### config.mk
export PLATFORM = sky130hd
export DESIGN_NAME = color_keyed_sprite_blitter_top
export DESIGN_NICKNAME = d
export VERILOG_FILES = /design/src/rtl/cksb_pkg.sv /design/src/rtl/color_keyed_sprite_blitter_top.sv /design/src/rtl/cksb_regs.sv /design/src/rtl/cksb_scan.sv /design/src/rtl/cksb_pixel.sv
export SDC_FILE = /design/constraint.sdc
export NUM_CORES = 1
export LEC_CHECK = 0
export ABC_AREA = 1
export BUFFER_PORTS_ARGS = -buffer_cell sky130_fd_sc_hd__buf_2
export CORE_MARGIN = 2
export CORE_UTILIZATION = 30
export CTS_CLUSTER_SIZE = 10
export DETAILED_ROUTE_END_ITERATION = 10
export GPL_ROUTABILITY_DRIVEN = 0
export SLEW_MARGIN = 20
export SYNTH_ARGS = -nofsm -noshare
export SYNTH_HDL_FRONTEND = slang
export SYNTH_SLANG_ARGS = --single-unit
### constraint.sdc
create_clock -name clk -period 7.3 [get_ports clk]
set_input_delay 0.73 -clock clk [delete_from_list [all_inputs] [get_ports clk]]
set_output_delay 0.73 -clock clk [all_outputs]
set_load 0.01 [all_outputs]
### src/rtl/cksb_pkg.sv
// ----------------------------------------------------------------------------
// Color-keyed sprite blitter package
// Shared types, register codes, draw modes and RGB565 constants.
// ----------------------------------------------------------------------------
package cksb_pkg;

  localparam int DEFAULT_SCREEN_WIDTH = 384;

  localparam int ADDR_W      = 17;
  localparam int PIXEL_W     = 16;
  localparam int COL_W       = 9;
  localparam int ROW_W       = 8;
  localparam int SIZE_W      = 9;
  localparam int ALPHA_W     = 5;
  localparam int MODE_W      = 2;
  localparam int CFG_INDEX_W = 3;
  localparam int CFG_DATA_W  = 16;

  // Register indexes on the configuration port.
  localparam logic [CFG_INDEX_W-1:0] REG_ORIGIN_X      = 3'd0;
  localparam logic [CFG_INDEX_W-1:0] REG_ORIGIN_Y      = 3'd1;
  localparam logic [CFG_INDEX_W-1:0] REG_SPRITE_WIDTH  = 3'd2;
  localparam logic [CFG_INDEX_W-1:0] REG_SPRITE_HEIGHT = 3'd3;
  localparam logic [CFG_INDEX_W-1:0] REG_KEY_COLOR     = 3'd4;
  localparam logic [CFG_INDEX_W-1:0] REG_BLEND_ALPHA   = 3'd5;
  localparam logic [CFG_INDEX_W-1:0] REG_DRAW_MODE     = 3'd6;

  // Draw modes. The unused code behaves as a keyed copy.
  localparam logic [MODE_W-1:0] MODE_COPY  = 2'd0;
  localparam logic [MODE_W-1:0] MODE_BLEND = 2'd1;
  localparam logic [MODE_W-1:0] MODE_FLIP  = 2'd2;

  // RGB565 blend constants and the reset key color.
  localparam logic [PIXEL_W-1:0] RB_MASK      = 16'hF81F;
  localparam logic [PIXEL_W-1:0] G_MASK       = 16'h07E0;
  localparam logic [PIXEL_W-1:0] RB_ROUND     = 16'h8010;
  localparam logic [PIXEL_W-1:0] G_ROUND      = 16'h0400;
  localparam logic [PIXEL_W-1:0] KEY_RESET    = 16'h4FE0;
  localparam logic [ALPHA_W:0]   ALPHA_ONE    = 6'd32;

  typedef struct packed {
    logic [PIXEL_W-1:0] src_pixel;
    logic [PIXEL_W-1:0] dst_pixel;
  } in_item_t;

  typedef struct packed {
    logic [ADDR_W-1:0]  fb_address;
    logic [PIXEL_W-1:0] pixel_out;
    logic               write_enable;
    logic               last_pixel;
  } out_item_t;

  typedef struct packed {
    logic [COL_W-1:0]   origin_x;
    logic [ROW_W-1:0]   origin_y;
    logic [SIZE_W-1:0]  sprite_width;
    logic [SIZE_W-1:0]  sprite_height;
    logic [PIXEL_W-1:0] key_color;
    logic [ALPHA_W-1:0] blend_alpha;
    logic [MODE_W-1:0]  draw_mode;
  } cfg_t;

  // Position of the next pixel within the sprite.
  typedef struct packed {
    logic [COL_W-1:0] col;
    logic [ROW_W-1:0] row;
    logic             last;
  } scan_t;

  // A size of zero behaves as a size of one.
  function automatic logic [SIZE_W-1:0] effective_size(input logic [SIZE_W-1:0] size);
    effective_size = (size == '0) ? SIZE_W'(1) : size;
  endfunction

endpackage

### src/rtl/color_keyed_sprite_blitter_top.sv
// ----------------------------------------------------------------------------
// Color-keyed sprite blitter
// Streams RGB565 sprite pixels and produces framebuffer writes with
// color keying, horizontal flip and alpha blend.
// ----------------------------------------------------------------------------
//
//   channel | direction | handshake           | payload
//   --------+-----------+---------------------+---------------------------
//   in      | input     | in_valid/in_ready   | in_data  (src, dst pixel)
//   out     | output    | out_valid/out_ready | out_data (address, pixel,
//           |           |                     |           write, last)
//   cfg     | input     | cfg_we              | cfg_index, cfg_data
//
// One request per cycle while out takes results; an accepted request is loaded
// into the input register and then into the result register, from which it
// is offered on out.
// The scan counters step on acceptance, so the sprite position travels with
// the request. Reset clears the counters and the valid flags and sets the configuration registers to their defaults.
// A stall on out holds the result register; the input register keeps taking
// requests until both stages are full.
//
module color_keyed_sprite_blitter_top #(
  parameter int SCREEN_WIDTH = cksb_pkg::DEFAULT_SCREEN_WIDTH
) (
  input  logic                             clk,
  input  logic                             rst,
  input  logic                             in_valid,
  output logic                             in_ready,
  input  cksb_pkg::in_item_t               in_data,
  output logic                             out_valid,
  input  logic                             out_ready,
  output cksb_pkg::out_item_t              out_data,
  input  logic                             cfg_we,
  input  logic [cksb_pkg::CFG_INDEX_W-1:0] cfg_index,
  input  logic [cksb_pkg::CFG_DATA_W-1:0]  cfg_data
);
  import cksb_pkg::*;

  localparam logic [ADDR_W-1:0] SCREEN_WIDTH_A = ADDR_W'(SCREEN_WIDTH);

  cfg_t  cfg;
  scan_t scan;

  logic in_fire;
  logic s1_advance;

  // Input register.
  logic               s1_valid;
  logic [PIXEL_W-1:0] s1_src;
  logic [PIXEL_W-1:0] s1_dst;
  logic [COL_W-1:0]   s1_col;
  logic [ROW_W-1:0]   s1_row;
  logic               s1_last;

  // Stage two logic.
  logic [SIZE_W-1:0]  w_eff;
  logic [COL_W-1:0]   target;
  logic [ROW_W:0]     row_sum;
  logic [ADDR_W-1:0]  row_base;
  logic [ADDR_W-1:0]  address;
  logic [PIXEL_W-1:0] pixel;
  logic               we;
  out_item_t          result_next;

  cksb_regs u_regs (
    .clk       (clk),
    .rst       (rst),
    .cfg_we    (cfg_we),
    .cfg_index (cfg_index),
    .cfg_data  (cfg_data),
    .cfg       (cfg)
  );

  cksb_scan u_scan (
    .clk           (clk),
    .rst           (rst),
    .advance       (in_fire),
    .sprite_width  (cfg.sprite_width),
    .sprite_height (cfg.sprite_height),
    .scan          (scan)
  );

  cksb_pixel u_pixel (
    .src_pixel    (s1_src),
    .dst_pixel    (s1_dst),
    .key_color    (cfg.key_color),
    .blend_alpha  (cfg.blend_alpha),
    .draw_mode    (cfg.draw_mode),
    .pixel_out    (pixel),
    .write_enable (we)
  );

  assign s1_advance = s1_valid && (!out_valid || out_ready);
  assign in_ready   = !s1_valid || s1_advance;
  assign in_fire    = in_valid && in_ready;

  always_comb begin
    w_eff = effective_size(cfg.sprite_width);
    // A flipped column wraps modulo the counter width when it underflows.
    if (cfg.draw_mode == MODE_FLIP) begin
      target = w_eff - SIZE_W'(1) - s1_col;
    end else begin
      target = s1_col;
    end
    row_sum  = (ROW_W+1)'(cfg.origin_y) + (ROW_W+1)'(s1_row);
    row_base = ADDR_W'(row_sum) * SCREEN_WIDTH_A;
    address  = row_base + ADDR_W'(cfg.origin_x) + ADDR_W'(target);

    result_next.fb_address   = address;
    result_next.pixel_out    = pixel;
    result_next.write_enable = we;
    result_next.last_pixel   = s1_last;
  end

  always_ff @(posedge clk) begin
    if (rst) begin
      s1_valid <= 1'b0;
    end else if (in_ready) begin
      s1_valid <= in_valid;
    end
  end

  always_ff @(posedge clk) begin
    if (in_fire) begin
      s1_src  <= in_data.src_pixel;
      s1_dst  <= in_data.dst_pixel;
      s1_col  <= scan.col;
      s1_row  <= scan.row;
      s1_last <= scan.last;
    end
  end

  always_ff @(posedge clk) begin
    if (rst) begin
      out_valid <= 1'b0;
    end else if (!out_valid || out_ready) begin
      out_valid <= s1_valid;
    end
  end

  always_ff @(posedge clk) begin
    if (s1_advance) begin
      out_data <= result_next;
    end
  end

`ifndef SYNTHESIS
  a_accept_fills_stage1: assert property (@(posedge clk) disable iff (rst)
    in_fire |=> s1_valid)
    else $error("accepted request did not reach the input register");

  a_stage1_reaches_output: assert property (@(posedge clk) disable iff (rst)
    s1_advance |=> out_valid)
    else $error("input register advanced without a result");

  a_stage1_holds_on_stall: assert property (@(posedge clk) disable iff (rst)
    (s1_valid && out_valid && !out_ready) |=>
      (s1_valid && $stable(s1_src) && $stable(s1_dst) && $stable(s1_col)
       && $stable(s1_row) && $stable(s1_last)))
    else $error("input register changed while the output was stalled");

  a_counters_wrap_after_last: assert property (@(posedge clk) disable iff (rst)
    (in_fire && scan.last) |=> (scan.col == '0 && scan.row == '0))
    else $error("scan counters did not wrap after the final pixel");
`endif

endmodule

### src/rtl/cksb_regs.sv
// ----------------------------------------------------------------------------
// Configuration registers
// Holds origin, size, key color, alpha and draw mode, written by index.
// ----------------------------------------------------------------------------
module cksb_regs (
  input  logic                              clk,
  input  logic                              rst,
  input  logic                              cfg_we,
  input  logic [cksb_pkg::CFG_INDEX_W-1:0]  cfg_index,
  input  logic [cksb_pkg::CFG_DATA_W-1:0]   cfg_data,
  output cksb_pkg::cfg_t                    cfg
);
  import cksb_pkg::*;

  always_ff @(posedge clk) begin
    if (rst) begin
      cfg.origin_x      <= '0;
      cfg.origin_y      <= '0;
      cfg.sprite_width  <= SIZE_W'(1);
      cfg.sprite_height <= SIZE_W'(1);
      cfg.key_color     <= KEY_RESET;
      cfg.blend_alpha   <= '0;
      cfg.draw_mode     <= MODE_COPY;
    end else if (cfg_we) begin
      case (cfg_index)
        REG_ORIGIN_X:      cfg.origin_x      <= cfg_data[COL_W-1:0];
        REG_ORIGIN_Y:      cfg.origin_y      <= cfg_data[ROW_W-1:0];
        REG_SPRITE_WIDTH:  cfg.sprite_width  <= cfg_data[SIZE_W-1:0];
        REG_SPRITE_HEIGHT: cfg.sprite_height <= cfg_data[SIZE_W-1:0];
        REG_KEY_COLOR:     cfg.key_color     <= cfg_data[PIXEL_W-1:0];
        REG_BLEND_ALPHA:   cfg.blend_alpha   <= cfg_data[ALPHA_W-1:0];
        REG_DRAW_MODE:     cfg.draw_mode     <= cfg_data[MODE_W-1:0];
        default: ;
      endcase
    end
  end

endmodule

### src/rtl/cksb_scan.sv
// ----------------------------------------------------------------------------
// Sprite scan counters
// Column and row counters that step once per accepted request.
// ----------------------------------------------------------------------------
module cksb_scan (
  input  logic                          clk,
  input  logic                          rst,
  input  logic                          advance,
  input  logic [cksb_pkg::SIZE_W-1:0]   sprite_width,
  input  logic [cksb_pkg::SIZE_W-1:0]   sprite_height,
  output cksb_pkg::scan_t               scan
);
  import cksb_pkg::*;

  logic [COL_W-1:0]  column_count;
  logic [ROW_W-1:0]  row_count;
  logic [SIZE_W-1:0] w_eff;
  logic [SIZE_W-1:0] h_eff;
  logic [SIZE_W:0]   col_plus;
  logic [SIZE_W:0]   row_plus;
  logic              end_row;
  logic              end_all;

  always_comb begin
    w_eff    = effective_size(sprite_width);
    h_eff    = effective_size(sprite_height);
    col_plus = (SIZE_W+1)'(column_count) + (SIZE_W+1)'(1);
    row_plus = (SIZE_W+1)'(row_count) + (SIZE_W+1)'(1);
    // Compare with >= so a size lowered mid-sprite still ends the row.
    end_row  = col_plus >= (SIZE_W+1)'(w_eff);
    end_all  = end_row && (row_plus >= (SIZE_W+1)'(h_eff));
  end

  always_ff @(posedge clk) begin
    if (rst) begin
      column_count <= '0;
      row_count    <= '0;
    end else if (advance) begin
      if (end_row) begin
        column_count <= '0;
        row_count    <= end_all ? '0 : row_plus[ROW_W-1:0];
      end else begin
        column_count <= col_plus[COL_W-1:0];
      end
    end
  end

  assign scan.col  = column_count;
  assign scan.row  = row_count;
  assign scan.last = end_all;

endmodule

### src/rtl/cksb_pixel.sv
// ----------------------------------------------------------------------------
// Pixel datapath
// Key test and RGB565 alpha blend for one sprite pixel.
// ----------------------------------------------------------------------------
module cksb_pixel (
  input  logic [cksb_pkg::PIXEL_W-1:0] src_pixel,
  input  logic [cksb_pkg::PIXEL_W-1:0] dst_pixel,
  input  logic [cksb_pkg::PIXEL_W-1:0] key_color,
  input  logic [cksb_pkg::ALPHA_W-1:0] blend_alpha,
  input  logic [cksb_pkg::MODE_W-1:0]  draw_mode,
  output logic [cksb_pkg::PIXEL_W-1:0] pixel_out,
  output logic                         write_enable
);
  import cksb_pkg::*;

  logic [ALPHA_W:0]   alpha_inv;
  logic [21:0]        rb_sum;
  logic [17:0]        g_sum;
  logic [PIXEL_W-1:0] rb_val;
  logic [PIXEL_W-1:0] g_val;
  logic [PIXEL_W-1:0] blended;

  always_comb begin
    alpha_inv = ALPHA_ONE - (ALPHA_W+1)'(blend_alpha);
    rb_sum = 22'(src_pixel & RB_MASK) * 22'(blend_alpha)
           + 22'(dst_pixel & RB_MASK) * 22'(alpha_inv)
           + 22'(RB_ROUND);
    g_sum  = 18'(src_pixel & G_MASK) * 18'(blend_alpha)
           + 18'(dst_pixel & G_MASK) * 18'(alpha_inv)
           + 18'(G_ROUND);
    rb_val  = rb_sum[PIXEL_W+4:5] & RB_MASK;
    // Green is shifted by six, one more than red and blue.
    g_val   = PIXEL_W'(g_sum[PIXEL_W+1:6]) & G_MASK;
    blended = rb_val | g_val;

    write_enable = (src_pixel != key_color);
    if (!write_enable) begin
      pixel_out = dst_pixel;
    end else if (draw_mode == MODE_BLEND) begin
      pixel_out = blended;
    end else begin
      pixel_out = src_pixel;
    end
  end

endmodule
# Word-level counts from Yosys, hierarchy flattened
# Index checks and enable logic that the tools add are counted.
totals:
  register_bits: 162
classes:
  add_sub_neg: 12
  multipliers: 5
  n_lt_le_gt_ge: 2
  n_eq_ne: 9
  n_mux: 7
  bitwise: 1
  n_reduce_logical: 18
ops:
  columns: ["cell", "n"]
  rows:
  - ["9-bit two-way mux", 4]
  - ["17-bit by 9-bit adder with 17-bit output", 2]
  - ["16-bit two-way mux", 2]
  - ["21-bit by 16-bit adder with 21-bit output (second input constant)", 1]
  - ["21-bit adder", 1]
  - ["16-bit by 5-bit multiplier with 21-bit output", 1]
  - ["16-bit by 6-bit multiplier with 21-bit output", 1]
  - ["10-bit by 9-bit greater-or-equal comparator with 1-bit output", 2]
  - ["9-bit logical NOT", 2]
  - ["17-bit by 11-bit adder with 17-bit output (second input constant)", 1]
  - ["17-bit adder", 1]
  - ["16-bit inequality test", 1]
  - ["16-bit by 11-bit OR with 16-bit output", 1]
  - ["2-bit AND reduction", 8]
  - ["6-bit by 6-bit multiplier with 12-bit output", 1]
  - ["6-bit by 5-bit multiplier with 11-bit output", 1]
  - ["9-bit by 1-bit adder with 10-bit output (second input constant)", 1]
  - ["9-bit by 2-bit multiplier with 10-bit output (second input constant)", 1]
  - ["8-bit by 1-bit adder with 9-bit output (second input constant)", 1]
  - ["8-bit by 8-bit adder with 9-bit output", 1]
  - ["3-bit == test (second input constant)", 3]
  - ["9-bit by 1-bit subtractor with 9-bit output (second input constant)", 1]
  - ["9-bit subtractor", 1]
  - ["8-bit two-way mux", 1]
  - ["other kinds (9)", 14]

# Logic depth before layout (Yosys ltp)
depth:
  word_depth: 7
  ltp_mapped: 31
  mapped_depth_nobuf: 30

# Cells and area by module
# From an unflattened synthesis, not the netlist that was laid out.
hier_totals:
  cells_unflattened: 2113
  area_unflattened_um2: 16134.2
modules_own_cells:
  columns: ["mod", "instances", "cells_per_inst", "area_per_inst_um2", "seq_area_each_um2"]
  rows:
  - ["cksb_pixel", 1, 1113, 7532.2, 0.0]
  - ["color_keyed_sprite_blitter_top", 1, 431, 4698.3, 2592.5]
  - ["cksb_regs", 1, 329, 2367.3, 1161.1]
  - ["cksb_scan", 1, 240, 1536.5, 340.3]

# Least setup slack after synthesis
# OpenSTA, ideal clock, no wires.
synth_timing:
  kind: "register -> register"
  startpoint: "register u_regs.cfg[3] (netlist name)"
  endpoint: "register out_data[11] (netlist name), data pin"
  setup_time_ns: 0.260
  t_arrival_ns: 5.303
  setup_slack_ns: 1.737
  stages_incl_launch_ff: 29
  synth_period_minus_slack_ns: 5.563
  path_cell_list: "dfxtp_1 -> buf_2 -> inv_1 -> ha_1 -> or2_2 -> nand2_1 -> clkbuf_1 -> nor2_1 -> fa_1 -> inv_1 -> fa_1 -> fa_1 -> inv_1 -> ha_1 -> nand3_1 -> nand2_1 -> a21oi_1 -> o21ai_0 -> xor2_1 -> inv_1 -> ha_1 -> ha_1 -> inv_1 -> nor3_1 -> nand3_1 -> nand3_1 -> o21ai_0 -> o21ai_0 -> o21ai_1"
synth_between:
  elab_chain_len: 7
  elab_cells_between_ends: 8
synth_lines:
  columns: ["item", "line_no", "text"]
  rows:
  - ["6-bit by 5-bit subtractor with 6-bit output", "cksb_pixel.sv:24", "alpha_inv = ALPHA_ONE - (ALPHA_W+1)'(blend_alpha);"]
  - ["6-bit by 6-bit multiplier with 12-bit output", "cksb_pixel.sv:29", "+ 18'(dst_pixel & G_MASK) * 18'(alpha_inv)"]
  - ["17-bit adder *", "cksb_pixel.sv:29", null]
  - ["17-bit by 11-bit adder with 17-bit output *", "cksb_pixel.sv:30", "+ 18'(G_ROUND);"]
  - ["16-bit by 11-bit OR with 16-bit output *", "cksb_pixel.sv:34", "blended = rb_val | g_val;"]
  - ["16-bit two-way mux *", "cksb_pixel.sv:39", "end else if (draw_mode == MODE_BLEND) begin"]
  - ["16-bit two-way mux *", "cksb_pixel.sv:37", "if (!write_enable) begin"]
  - ["net pixel[9]", "color_keyed_sprite_blitter_top.sv:61", "logic [PIXEL_W-1:0] pixel;"]
  - ["end signal: assignment", "color_keyed_sprite_blitter_top.sv:143", "out_data <= result_next;"]
  - ["end: declaration", "color_keyed_sprite_blitter_top.sv:32", "output cksb_pkg::out_item_t out_data,"]
# Mark *: on every way through the listed nets, which the timed path passes. The rest lies on a longest branch.
# A chain may end at the register's enable or synchronous reset.

# Worst setup path after layout
layout_timing:
  startpoint: "register u_regs.cfg[5] (netlist name)"
  endpoint: "register out_data[11] (netlist name), data pin"
layout_between:
  elab_chain_len: 7
  elab_cells_between_ends: 8
layout_lines:
  columns: ["item", "line_no"]
  rows:
  - ["6-bit by 5-bit subtractor with 6-bit output", "cksb_pixel.sv:24"]
  - ["6-bit by 6-bit multiplier with 12-bit output", "cksb_pixel.sv:29"]
  - ["17-bit adder *", "cksb_pixel.sv:29"]
  - ["17-bit by 11-bit adder with 17-bit output *", "cksb_pixel.sv:30"]
  - ["16-bit by 11-bit OR with 16-bit output *", "cksb_pixel.sv:34"]
  - ["16-bit two-way mux *", "cksb_pixel.sv:39"]
  - ["16-bit two-way mux *", "cksb_pixel.sv:37"]
  - ["net pixel[9]", "color_keyed_sprite_blitter_top.sv:61"]
# Marked as above.

==> flow_metrics.py <==
metrics = {
    "yosys": {
        "synth_nets": 2312,
        "synth_area_leader_cell": "edfxtp_1",
        "ys_top_cells_by_area": "edfxtp_1 (17%), ha_1 (16%), fa_1 (13%)",
        "synth.most_common_cell": "inv_1",
        "synth-seq-cells": 162,
        "synth_cell_type_count": 49,
        "synth-async-reset-ratio": 0,
        "ys_seq_area_frac": 0.266,
        "synth_edf_count": 85,
        "syn_avg_cell_area_sq_um": 7.84,
        "syn_inst": 1962,
        "synthesis.area_sq_um": 15400,
        "ys.flop_type": "edfxtp_1",
        "netlist.area_leader.share": 0.166,
        "synth_common_cells": "inv_1 (407), nand2_1 (390), ha_1 (191)",
        "ys_warn_count": 0,
    },
    "critical_path": {
        "cp_max_fo": 22,
        "criticalPathCategory": "reg -> reg",
        "worstPathArrival_ns": 6.43,
        "r2r-end": "out_data[11]$_DFFE_PP_",
        "crit_required_ns": 7.49,
        "crit_path_end_kind": "flop",
        "ff2ff_path_depth": 24,
        "r2r-start": "u_regs.cfg[5]$_SDFFE_PP0P_",
        "crit_path_start": "u_regs.cfg[5]$_SDFFE_PP0P_",
        "start_kind": "flop",
        "r2r_setup_slack_ns": 1.06,
    },
    "grt": {
        "grt_pass1_vias": 12500,
        "grt_usage": 0.153,
        "globalRouteMet2Util": 0.263,
        "overflow": 0,
        "grt_max_degree": 69,
        "busiest_layer": "met2",
        "grtUsageMet3": 0.0289,
        "antenna_found_initial": 3,
        "grt_pass1_wl_mm": 64.2,
        "met1_usage": 0.196,
    },
    "cts": {
        "insertion_delay_ns": 0.46,
        "htreeDepth": 4,
        "post_cts_buffers": 0,
        "cts_tree": "done",
        "cts_max_path_buffers": 2,
        "cts_hold_buffers": 0,
        "ctsResizeCount": 0,
        "cts.sinks": 162,
        "cts_root_buf": "clkbuf_16",
        "numCtsBuffers": 17,
        "clkTransAtPathRegs_ns": 0.07,
    },
    "die": {
        "core_sq_um": 50400,
        "initial_utilization": 0.305,
        "dieWidth_um": 230,
        "die-height_um": 230,
        "rows": 82,
        "pin_count": 93,
        "design.die.area_sq_um": 53100,
    },
    "sta": {
        "finalHoldViolCount": 0,
        "period_share": 0.855,
        "tightestPinTransition_ns": 0.897,
        "tns_ns": 0,
        "rsz0062_at_grt": "false",
        "fmax_mhz": 160,
        "layout_min_cycle_time_ns": 6.24,
        "max_slew_margin": 0.401,
        "maxSlewViolCount": 0,
        "setup_violations": 0,
        "fin_hold_ws_ns": 0.430,
        "fin_worst_skew_ns": 0.0156,
    },
    "min_path": {
        "hp-class": "reg -> reg",
        "whs_endpoint": "out_data[0]$_DFFE_PP_",
        "hold_start": "s1_last$_DFFE_PP_",
        "hold_depth": 0,
    },
    "route": {
        "drc": 0,
        "detail_route.first_pass.iterations": 5,
        "wirelength_mm": 39.4,
        "avgRoutedWirePerCell_um": 14.5,
        "vias": 12600,
        "drtIter0Drc": 987,
        "vias_per_cell": 4.66,
        "antenna_left": 0,
    },
    "cells_and_area": {
        "finalNonFillerCells": 2711,
        "diodes": 0,
        "nNetsFinal": 2376,
        "synthToLayoutAreaGrowth_pct": 11.1,
        "drive_gt1_frac": 0.0902,
        "postLayoutCoreUtil": 0.339,
    },
    "power_and_ir_drop": {
        "swShare": 0.384,
        "combPwrFrac": 0.369,
        "p_int_uw": 1900,
        "p_switching_uw": 1180,
        "ir_worst_vdd_uv": 208,
        "pwr-share-clk": 0.286,
        "power.leakage_uw": 0.00892,
        "p_per_area_nw_per_um2": 180,
        "power.total_uw": 3080,
        "p_seq_frac": 0.345,
    },
    "outcome": {
        "status": "finished clean",
    },
    "place": {
        "placed_cells": 2679,
        "place_hpwl_mm": 31.3,
        "io_buffers": 92,
    },
    "job": {
        "max_cap_viol_count": 0,
    },
}
==> registers in the layout, indices dropped and copies added (netlist names) <==
signal               cells
out_valid                1
s1_dst                  16
s1_valid                 1
u_regs.cfg              58
u_scan.row_count         8
s1_src                  16
s1_last                  1
u_scan.column_count      9
out_data                35
s1_col                   9
s1_row                   8
==> final cells by class <==
cell class,instances,area [sq um]
Tap cell,672,841
Clock inverter,12,95.1
Fill cell,5292,33300
Timing Repair Buffer,101,528
Multi-Input combinational cell,1330,9500
Clock buffer,20,468
Inverter,414,1560
Sequential cell,162,4090
==> power groups by stage <==
stage | registers [uW] | logic, uW | clock network, uW
floorplan | 1060 | 860 | 0
global placement | 1080 | 1110 | 0
detailed placement | 1080 | 1130 | 0
CTS | 1060 | 1140 | 904
global route | 1070 | 1320 | 938
finish | 1060 | 1130 | 880
==> per-layer routing <==
metal | up-vias | share of wire
met2 | 313 | 0.48
met5 | - | 0.00089
met1 | 5964 | 0.44
met3 | 51 | 0.056
li1 | 6299 | -
met4 | 6 | 0.020
==> worst max-delay path, stage by stage, from the launching register on <==
cell and delay, ns:
dfxtp_1 0.89, or2_2 0.23, nand2_1 0.17, inv_1 0.29, nand2_1 0.13, fa_1 0.49, fa_1 0.53, fa_1 0.55
inv_1 0.04, ha_1 0.35, nand3_1 0.09, nand2_1 0.13, a21oi_1 0.07, o21ai_0 0.19, xor2_1 0.16, inv_1 0.05
ha_1 0.27, ha_1 0.35, inv_1 0.10, nor3_1 0.29, nand3_1 0.13, nand3_1 0.13, o21ai_0 0.08, o21ai_0 0.19
o21ai_1 0.09
==> worst max-delay path by stage <==
stage                                         to  slack (ns)  cells past startpoint
after floorplan           out_data[11]$_DFFE_PP_        1.74                     28
after global placement    out_data[11]$_DFFE_PP_        1.29                     26
after detailed placement  out_data[11]$_DFFE_PP_        1.12                     26
after CTS                 out_data[11]$_DFFE_PP_        1.11                     26
after global routing      out_data[11]$_DFFE_PP_        0.62                     24
final                     out_data[11]$_DFFE_PP_        1.06                     24
==> logic make-up after synthesis <==
group,synth area share
buffers and inverters,0.117
adders and majority gates,0.290
xor gates and xnor gates,0.0392
AOI/OAI and AO/OA,0.0893
DFF,0.266
and+or+nand+nor,0.199
==> per-stage QoR <==
stage	area, sq um	setup WS (ns)
final	17100	1.06
after global routing	17100	0.623
after CTS	17100	1.11
after detailed placement	16500	1.12
after global placement	16500	1.29
after floorplan	15400	1.74
==> cells in the final DEF (no fill, tap or decap), types with 77 or more instances in the layout <==
| master | Yosys | layout |
|---|---|---|
| nand2_1 | 390 | 390 |
| o21ai_0 | 88 | 88 |
| ha_1 | 191 | 191 |
| nor2_1 | 177 | 177 |
| fa_1 | 103 | 103 |
| inv_1 | 407 | 407 |
| a21oi_1 | 100 | 99 |
| edfxtp_1 | 85 | 85 |
| buf_2 | 17 | 92 |
| dfxtp_1 | 77 | 77 |
Power figures use the tool's default switching activity.
